### config.mk
export PLATFORM = sky130hd
export DESIGN_NAME = token_bucket_rate_limiter
export DESIGN_NICKNAME = d
export VERILOG_FILES = /design/src/tbrl_pkg.sv /design/src/token_bucket_rate_limiter.sv
export SDC_FILE = /design/constraint.sdc
export NUM_CORES = 2
export LEC_CHECK = 0
export BUFFER_PORTS_ARGS = -buffer_cell sky130_fd_sc_hd__buf_4
export CAP_MARGIN = 20
export CORE_ASPECT_RATIO = 0.6
export CORE_MARGIN = 3
export CORE_UTILIZATION = 65
export CTS_CLUSTER_DIAMETER = 50
export CTS_CLUSTER_SIZE = 30
export DETAILED_ROUTE_END_ITERATION = 10
export GPL_TIMING_DRIVEN = 0
export PLACE_DENSITY_LB_ADDON = 0.2
export SLEW_MARGIN = 25
export SYNTH_ARGS = -nofsm -noshare
export SYNTH_HDL_FRONTEND = slang
export SYNTH_SLANG_ARGS = --single-unit
### constraint.sdc
create_clock -name clk -period 10.4 [get_ports clk]
set_input_delay 1.56 -clock clk [delete_from_list [all_inputs] [get_ports clk]]
set_output_delay 1.56 -clock clk [all_outputs]
set_load 0.1 [all_outputs]
### src/tbrl_pkg.sv
// Shared widths, constants, status codes and beat types of the token bucket rate limiter.
package tbrl_pkg;

  // Field and state widths
  localparam int BURST_W  = 16;
  localparam int RATE_W   = 20;
  localparam int TIME_W   = 64;
  localparam int COST_W   = 16;
  localparam int STATUS_W = 2;
  localparam int WHOLE_W  = 16;
  localparam int FRAC_W   = 20;
  localparam int CREDIT_W = 37;
  localparam int PROD_W   = 38;
  localparam int ADDR_W   = 3;
  localparam int DATA_W   = 32;

  // Credit units in one whole token
  localparam int UNITS_PER_TOKEN = 1000000;

  // Item operations
  localparam logic OP_CONSUME = 1'b0;
  localparam logic OP_RESET   = 1'b1;

  // Result status codes
  localparam logic [STATUS_W-1:0] ST_ALLOWED   = 2'd0;
  localparam logic [STATUS_W-1:0] ST_LIMITED   = 2'd1;
  localparam logic [STATUS_W-1:0] ST_REGRESSED = 2'd2;
  localparam logic [STATUS_W-1:0] ST_BADCOST   = 2'd3;

  // Register indexes (word index, paddr[2])
  localparam logic REG_BURST = 1'b0;
  localparam logic REG_RATE  = 1'b1;

  typedef struct packed {
    logic              op;
    logic [TIME_W-1:0] now_us;
    logic [COST_W-1:0] cost;
  } in_item_t;

  typedef struct packed {
    logic [STATUS_W-1:0] status;
    logic [WHOLE_W-1:0]  whole_tokens;
    logic [FRAC_W-1:0]   fraction_units;
  } out_item_t;

endpackage

### src/token_bucket_rate_limiter.sv
// Token bucket rate limiter: sequencer with serial refill multiplier and serial divider.
//
// Usage: software writes the bucket depth (address 0) and the refill rate (address 4)
// through the APB-style port, then sends a reset item to fill the bucket. Each input
// beat on in_valid/in_ready is a consume request or a reset carrying a microsecond
// timestamp; each produces exactly one result beat on out_valid/out_ready with a status
// and the credit left, as whole tokens and a fractional remainder.
// In order, a consume that refills passes a check step, the shift-add multiplier (elapsed
// time times rate, one rate bit per cycle), a step to cap the refill and one to debit,
// a load step, the restoring divider that splits the credit (one quotient bit per
// cycle) and a last step that loads the result. A reset, a zero-cost consume or a
// consume refused on the clock check skips the multiplier, the cap and the debit. The
// next beat is accepted in the cycle after the result is loaded.
// The result sits in an output register: a new beat is accepted and worked on while the
// previous result waits for out_ready; a finished result waits in its last step until
// the output register frees.
// Reset (rst_n low, synchronous) clears the registers, the credit, the refill time and
// the clock-regressed flag; the bucket capacity is zero until configured.
module token_bucket_rate_limiter (
  input  logic                        clk,
  input  logic                        rst_n,
  input  logic                        in_valid,
  output logic                        in_ready,
  input  tbrl_pkg::in_item_t          in_data,
  output logic                        out_valid,
  input  logic                        out_ready,
  output tbrl_pkg::out_item_t         out_data,
  input  logic                        psel,
  input  logic                        penable,
  input  logic                        pwrite,
  input  logic [tbrl_pkg::ADDR_W-1:0] paddr,
  input  logic [tbrl_pkg::DATA_W-1:0] pwdata,
  output logic [tbrl_pkg::DATA_W-1:0] prdata,
  output logic                        pready
);
  import tbrl_pkg::*;

  localparam int CNT_W = $clog2(RATE_W > WHOLE_W ? RATE_W : WHOLE_W);
  localparam logic [CNT_W-1:0] MUL_LAST = CNT_W'(RATE_W - 1);
  localparam logic [CNT_W-1:0] DIV_LAST = CNT_W'(WHOLE_W - 1);
  localparam logic [CREDIT_W-1:0] UNITS = CREDIT_W'(UNITS_PER_TOKEN);
  localparam logic [CREDIT_W-1:0] DV_INIT = UNITS << (WHOLE_W - 1);

  typedef enum logic [2:0] {
    S_IDLE,
    S_CHECK,
    S_MUL,
    S_REFILL,
    S_DEBIT,
    S_LOAD,
    S_DIV,
    S_DONE
  } state_t;

  state_t                state_r;
  logic [BURST_W-1:0]    burst_r;
  logic [RATE_W-1:0]     rate_r;
  logic [CREDIT_W-1:0]   cap_r;
  logic [CREDIT_W-1:0]   credit_r;
  logic [TIME_W-1:0]     last_r;
  logic                  flag_r;
  logic                  op_r;
  logic [TIME_W-1:0]     now_r;
  logic [COST_W-1:0]     cost_r;
  logic [CREDIT_W-1:0]   need_r;
  logic [STATUS_W-1:0]   status_r;
  logic [CREDIT_W-1:0]   mcand_r;
  logic [RATE_W-1:0]     mplier_r;
  logic [PROD_W-1:0]     prod_r;
  logic [CNT_W-1:0]      cnt_r;
  logic [CREDIT_W-1:0]   rem_r;
  logic [CREDIT_W-1:0]   dv_r;
  logic [WHOLE_W-1:0]    quo_r;
  logic                  out_valid_r;
  out_item_t             out_r;

  logic                  cfg_wr;
  logic [TIME_W:0]       diff;
  logic [CREDIT_W-1:0]   elapsed_sat;
  logic [PROD_W+1:0]     mul_sum;
  logic [PROD_W-1:0]     prod_nxt;
  logic [CREDIT_W+1:0]   refill_sum;
  logic [CREDIT_W-1:0]   refill_nxt;
  logic [CREDIT_W-1:0]   cap_nxt;
  logic [CREDIT_W-1:0]   need_nxt;

  assign pready    = 1'b1;
  assign cfg_wr    = psel & penable & pwrite & pready;
  assign in_ready  = (state_r == S_IDLE);
  assign out_valid = out_valid_r;
  assign out_data  = out_r;

  // Read back the configuration registers
  always_comb begin
    unique case (paddr[2])
      REG_BURST: prdata = {{(DATA_W-BURST_W){1'b0}}, burst_r};
      REG_RATE:  prdata = {{(DATA_W-RATE_W){1'b0}}, rate_r};
      default:   prdata = '0;
    endcase
  end

  // Capacity and debit in credit units
  assign cap_nxt  = {{(CREDIT_W-BURST_W){1'b0}}, burst_r} * UNITS;
  assign need_nxt = {{(CREDIT_W-COST_W){1'b0}}, cost_r} * UNITS;

  // Elapsed time, saturated where any product would overflow the capacity anyway
  assign diff        = {1'b0, now_r} - {1'b0, last_r};
  assign elapsed_sat = (|diff[TIME_W-1:CREDIT_W]) ? '1 : diff[CREDIT_W-1:0];

  // One shift-add step of elapsed times rate, saturating at all ones
  assign mul_sum  = {1'b0, prod_r, 1'b0} +
                    (mplier_r[RATE_W-1] ? {{(PROD_W+2-CREDIT_W){1'b0}}, mcand_r} : '0);
  assign prod_nxt = (|mul_sum[PROD_W+1:PROD_W]) ? '1 : mul_sum[PROD_W-1:0];

  // Refill capped at the capacity
  assign refill_sum = {2'b00, credit_r} + {1'b0, prod_r};
  assign refill_nxt = (refill_sum > {2'b00, cap_r}) ? cap_r : refill_sum[CREDIT_W-1:0];

  // Sequencer, state and registered outputs
  always_ff @(posedge clk) begin
    if (!rst_n) begin
      state_r     <= S_IDLE;
      burst_r     <= '0;
      rate_r      <= '0;
      cap_r       <= '0;
      credit_r    <= '0;
      last_r      <= '0;
      flag_r      <= 1'b0;
      out_valid_r <= 1'b0;
    end else begin
      // Take configuration writes
      if (cfg_wr) begin
        unique case (paddr[2])
          REG_BURST: burst_r <= pwdata[BURST_W-1:0];
          REG_RATE:  rate_r  <= pwdata[RATE_W-1:0];
          default:   ;
        endcase
      end
      cap_r <= cap_nxt;

      // Drop the result beat once taken; the last step reloads it instead
      if (out_valid_r && out_ready && state_r != S_DONE) begin
        out_valid_r <= 1'b0;
      end

      unique case (state_r)
        S_IDLE: begin
          if (in_valid) begin
            op_r    <= in_data.op;
            now_r   <= in_data.now_us;
            cost_r  <= in_data.cost;
            state_r <= S_CHECK;
          end
        end
        S_CHECK: begin
          need_r <= need_nxt;
          if (op_r == OP_RESET) begin
            last_r   <= now_r;
            credit_r <= cap_r;
            flag_r   <= 1'b0;
            status_r <= ST_ALLOWED;
            state_r  <= S_LOAD;
          end else if (cost_r == '0) begin
            status_r <= ST_BADCOST;
            state_r  <= S_LOAD;
          end else if (flag_r) begin
            status_r <= ST_REGRESSED;
            state_r  <= S_LOAD;
          end else if (diff[TIME_W]) begin
            flag_r   <= 1'b1;
            status_r <= ST_REGRESSED;
            state_r  <= S_LOAD;
          end else begin
            last_r   <= now_r;
            mcand_r  <= elapsed_sat;
            mplier_r <= rate_r;
            prod_r   <= '0;
            cnt_r    <= '0;
            state_r  <= S_MUL;
          end
        end
        S_MUL: begin
          // Advance one rate bit, most significant first
          prod_r   <= prod_nxt;
          mplier_r <= {mplier_r[RATE_W-2:0], 1'b0};
          cnt_r    <= cnt_r + 1'b1;
          if (cnt_r == MUL_LAST) begin
            state_r <= S_REFILL;
          end
        end
        S_REFILL: begin
          credit_r <= refill_nxt;
          state_r  <= S_DEBIT;
        end
        S_DEBIT: begin
          if (need_r > credit_r) begin
            status_r <= ST_LIMITED;
          end else begin
            credit_r <= credit_r - need_r;
            status_r <= ST_ALLOWED;
          end
          state_r <= S_LOAD;
        end
        S_LOAD: begin
          rem_r   <= credit_r;
          dv_r    <= DV_INIT;
          cnt_r   <= '0;
          state_r <= S_DIV;
        end
        S_DIV: begin
          // Restore one quotient bit per cycle
          if (rem_r >= dv_r) begin
            rem_r <= rem_r - dv_r;
            quo_r <= {quo_r[WHOLE_W-2:0], 1'b1};
          end else begin
            quo_r <= {quo_r[WHOLE_W-2:0], 1'b0};
          end
          dv_r  <= dv_r >> 1;
          cnt_r <= cnt_r + 1'b1;
          if (cnt_r == DIV_LAST) begin
            state_r <= S_DONE;
          end
        end
        S_DONE: begin
          // Hold until the output register is free
          if (!out_valid_r || out_ready) begin
            out_r.status         <= status_r;
            out_r.whole_tokens   <= quo_r;
            out_r.fraction_units <= rem_r[FRAC_W-1:0];
            out_valid_r          <= 1'b1;
            state_r              <= S_IDLE;
          end
        end
        default: state_r <= S_IDLE;
      endcase
    end
  end

  // Refilled credit never exceeds the capacity
  a_cap_bound: assert property (@(posedge clk) disable iff (!rst_n)
    (state_r == S_DEBIT) |-> (credit_r <= cap_r))
    else $error("credit above capacity after refill");

  // The remainder reported stays below one token
  a_frac_bound: assert property (@(posedge clk) disable iff (!rst_n)
    out_valid_r |-> (out_r.fraction_units < UNITS[FRAC_W-1:0]))
    else $error("fraction at or above one token");

  // An accepted beat goes straight to the check step
  a_accept_check: assert property (@(posedge clk) disable iff (!rst_n)
    (in_valid && in_ready) |=> (state_r == S_CHECK))
    else $error("accepted beat not checked");

  // The regressed flag rises only from a failed clock check
  a_flag_source: assert property (@(posedge clk) disable iff (!rst_n)
    $rose(flag_r) |-> ($past(state_r) == S_CHECK && $past(op_r) == OP_CONSUME))
    else $error("clock-regressed flag set outside the clock check");

endmodule

==> impl_metrics.json <==
{
  "multi_input_area_sq_um": 22600,
  "num_vias": 31800,
  "yosys_warnings": 0,
  "synth_flop_cell": "edfxtp_1",
  "finalSetupTns_ns": 0,
  "detail_route.first_pass.iterations": 6,
  "clk_path_buf_depth": 3,
  "end_kind": "register",
  "syn_avg_cell_area_sq_um": 9.28,
  "cts_buffers": 38,
  "fin_nets": 5037,
  "fmax_mhz": 113,
  "drt_iter0_drc": 3833,
  "ir_drop_uv": 189,
  "ys_types": 96,
  "arrival_ns": 9.28,
  "relSlewSlack_pct": 20.5,
  "areaGrowthSynthToFinish_pct": 10.5,
  "hold_buffers": 0,
  "track_usage_pct": 33.6,
  "fin_crit_ns": 8.83,
  "r2r_slack_ns": 1.57,
  "status": "finished, final reports clean",
  "drc": 0,
  "finalSetupViolations": 0,
  "cts_tree": "yes",
  "cellLeakagePower_nw": 18.0,
  "crit_fanout": 10,
  "power_density_nw_per_um2": 201,
  "routed_via_density": 6.17,
  "holdCritPathClass": "register to register",
  "synth_most_common_cell": "nand2_1",
  "worstPathRequired_ns": 10.85,
  "synth_area_leaders": "edfxtp_1 27%, ha_1 15%, dfxtp_1 9.0%",
  "io_pins": 196,
  "startpoint": "prod_r[0]",
  "worst_slack_ns": 1.57,
  "die_area_sq_um": 61800,
  "nFillCells": 4250,
  "cp-start-kind": "register",
  "drv_cap": 0,
  "cts.repair.resized": 0,
  "hold_slack_ns": 0.439,
  "drive_gt1_share_pct": 8.13,
  "grt_pass1_vias": 29100,
  "register_area_sq_um": 13600,
  "stdcell_count": 5148,
  "die_h_microns": 194,
  "skew_ns": 0.0587,
  "portBuffers": 167,
  "drv_slew": 0,
  "finalHoldViolations": 0,
  "place_inst": 5077,
  "reg2regPathDepth": 24,
  "antenna_found_initial": 1,
  "clkLatencyLatePin_ns": 0.63,
  "grt_max_degree": 55,
  "final_util_pct": 73.0,
  "root_buffer": "clkbuf_16",
  "start_util_pct": 66.1,
  "r2r-end": "credit_r[25]",
  "critPathCapture": "credit_r[25]",
  "routabilityCongestion": 1.03,
  "synth-edff-count": 339,
  "dp_hpwl_microns": 85100,
  "synth_cells": 4116,
  "syn_area_sq_um": 38200,
  "overflow": 0,
  "pre_cts_ws_ns": 2.24,
  "core_sq_um": 57800,
  "synth_commonest_cells": "518 x nand2_1, 452 x ha_1, 390 x a21oi_1",
  "totalWireLength_microns": 106000,
  "cts.sinks": 511,
  "clk_pin_slew_ns": 0.11,
  "wl_per_cell_microns": 20.6,
  "tightest_slew_ns": 1.19,
  "ys_ff_latch": 511,
  "seq_area_frac_synth_pct": 35.7,
  "grt_setup_unrepaired": "false",
  "cts_setup_buffers": 0,
  "yosys.area.top_type": "edfxtp_1",
  "row_count": 68,
  "die_w_microns": 319,
  "cts_max_level": 2,
  "crit_type": "register to register",
  "fin_crit_sh_pct": 84.9,
  "ant_nets": 0,
  "grt_pass1_wl_microns": 164000,
  "timing.rr.start": "prod_r[0]",
  "synth_async_sr_flop_share_pct": 0,
  "synth_top_area_share_pct": 26.7
}
cell usage in the layout (no fill, tap or decap), types with 61 or more instances in the layout:
| cell | Yosys | routed |
|---|---|---|
| ha_1 | 452 | 452 |
| o21ai_0 | 197 | 197 |
| xnor2_1 | 110 | 110 |
| clkbuf_1 | 105 | 104 |
| nor3_1 | 78 | 76 |
| nand4_1 | 74 | 74 |
| xor2_1 | 88 | 88 |
| dfxtp_1 | 172 | 172 |
| buf_4 | 14 | 185 |
| fa_1 | 115 | 115 |
| nor2_1 | 219 | 216 |
| and2_1 | 68 | 68 |
| a21oi_1 | 390 | 389 |
| edfxtp_1 | 339 | 339 |
| inv_1 | 376 | 376 |
| nand2_1 | 518 | 518 |
| nand3_1 | 61 | 61 |
| a21o_1 | 118 | 118 |
per-stage QoR:
stage | area [sq um] | total power (W)
final | 42200 | 0.00847
after global routing | 42200 | 0.00905
after CTS | 42200 | 0.00839
after detailed placement | 40700 | 0.00666
after global placement | 40400 | 0.00656
after floorplan | 38200 | 0.00563
kinds of logic (layout without fill, tap and decap cells):
family	Yosys count	in the layout	synth area share, %
other	2	14	0.0197
multiplexers	29	29	0.823
flip-flops	511	511	35.7
adder cells (fa/ha/maj)	567	567	20.8
AND/OR/NAND/NOR	1221	1221	15.1
XOR/XNOR	198	198	4.54
AO/OA/AOI/OAI	1069	1069	17.7
buffers and inverters	519	769	5.33
metal layers:
metal / track usage (%) / up-vias / wire [microns]
li1: - / 15100 / -
met1: 52.8 / 15000 / 49200
met2: 44.4 / 1560 / 40600
met3: 10.7 / 120 / 14100
met4: 7.33 / 2 / 2060
met5: 1.69 / - / 148
registers in the layout, summed over array words and instances, names as in the netlist, 30 cells and up:
| register | flops |
|---|---|
| cap_r | 30 |
| credit_r | 37 |
| dv_r | 35 |
| now_r | 64 |
| rem_r | 37 |
| mcand_r | 37 |
| out_data | 38 |
| need_r | 30 |
| last_r | 64 |
| prod_r | 38 |
worst min-delay path by stage:
stage	start	end	slack [ns]	depth (start not counted)
finish	status_r[0]	out_data[36]	0.44	0
global route	status_r[1]	out_data[37]	0.44	0
CTS	status_r[1]	out_data[37]	0.43	0
detailed placement	status_r[1]	out_data[37]	0.41	0
global placement	status_r[1]	out_data[37]	0.40	0
floorplan	quo_r[15]	out_data[35]	0.40	0
power by group:
part           leakage, nW  switching [W]  internal (W)
Sequential            4.37       0.000201       0.00246
Clock                0.697       0.000891      0.000816
Combinational         12.9        0.00248       0.00162
Total                 18.0        0.00357       0.00490
critical path, stage by stage, from the launching register on:
cell,delay (ns)
edfxtp_1,0.41
ha_1,0.21
inv_1,0.06
fa_1,0.39
nand2b_1,0.18
a21oi_1,0.28
o21bai_1,0.18
and2_1,0.24
o2111ai_1,0.41
nand3_1,0.29
and2_1,0.26
o21a_1,0.17
o311ai_0,0.61
ha_1,0.25
nand4_1,0.14
nor4b_1,0.88
nand3_1,0.32
nor4_1,0.88
a21o_1,0.16
o311ai_0,0.18
nor3_1,0.87
buf_2,0.41
mux2_2,0.36
a221oi_1,0.37
a21oi_1,0.12
layout make-up:
class,instances,area share (%)
diodes,1,0.00593
flip-flops and latches,511,32.3
repair buffers,180,3.46
well taps,770,2.28
inverters,378,3.36
multi-input cells,3097,53.7
clock buffers,40,2.32
clock inverters,30,1.14
plain buffers,141,1.47
Note: power is estimated with default switching activity, not from simulation.
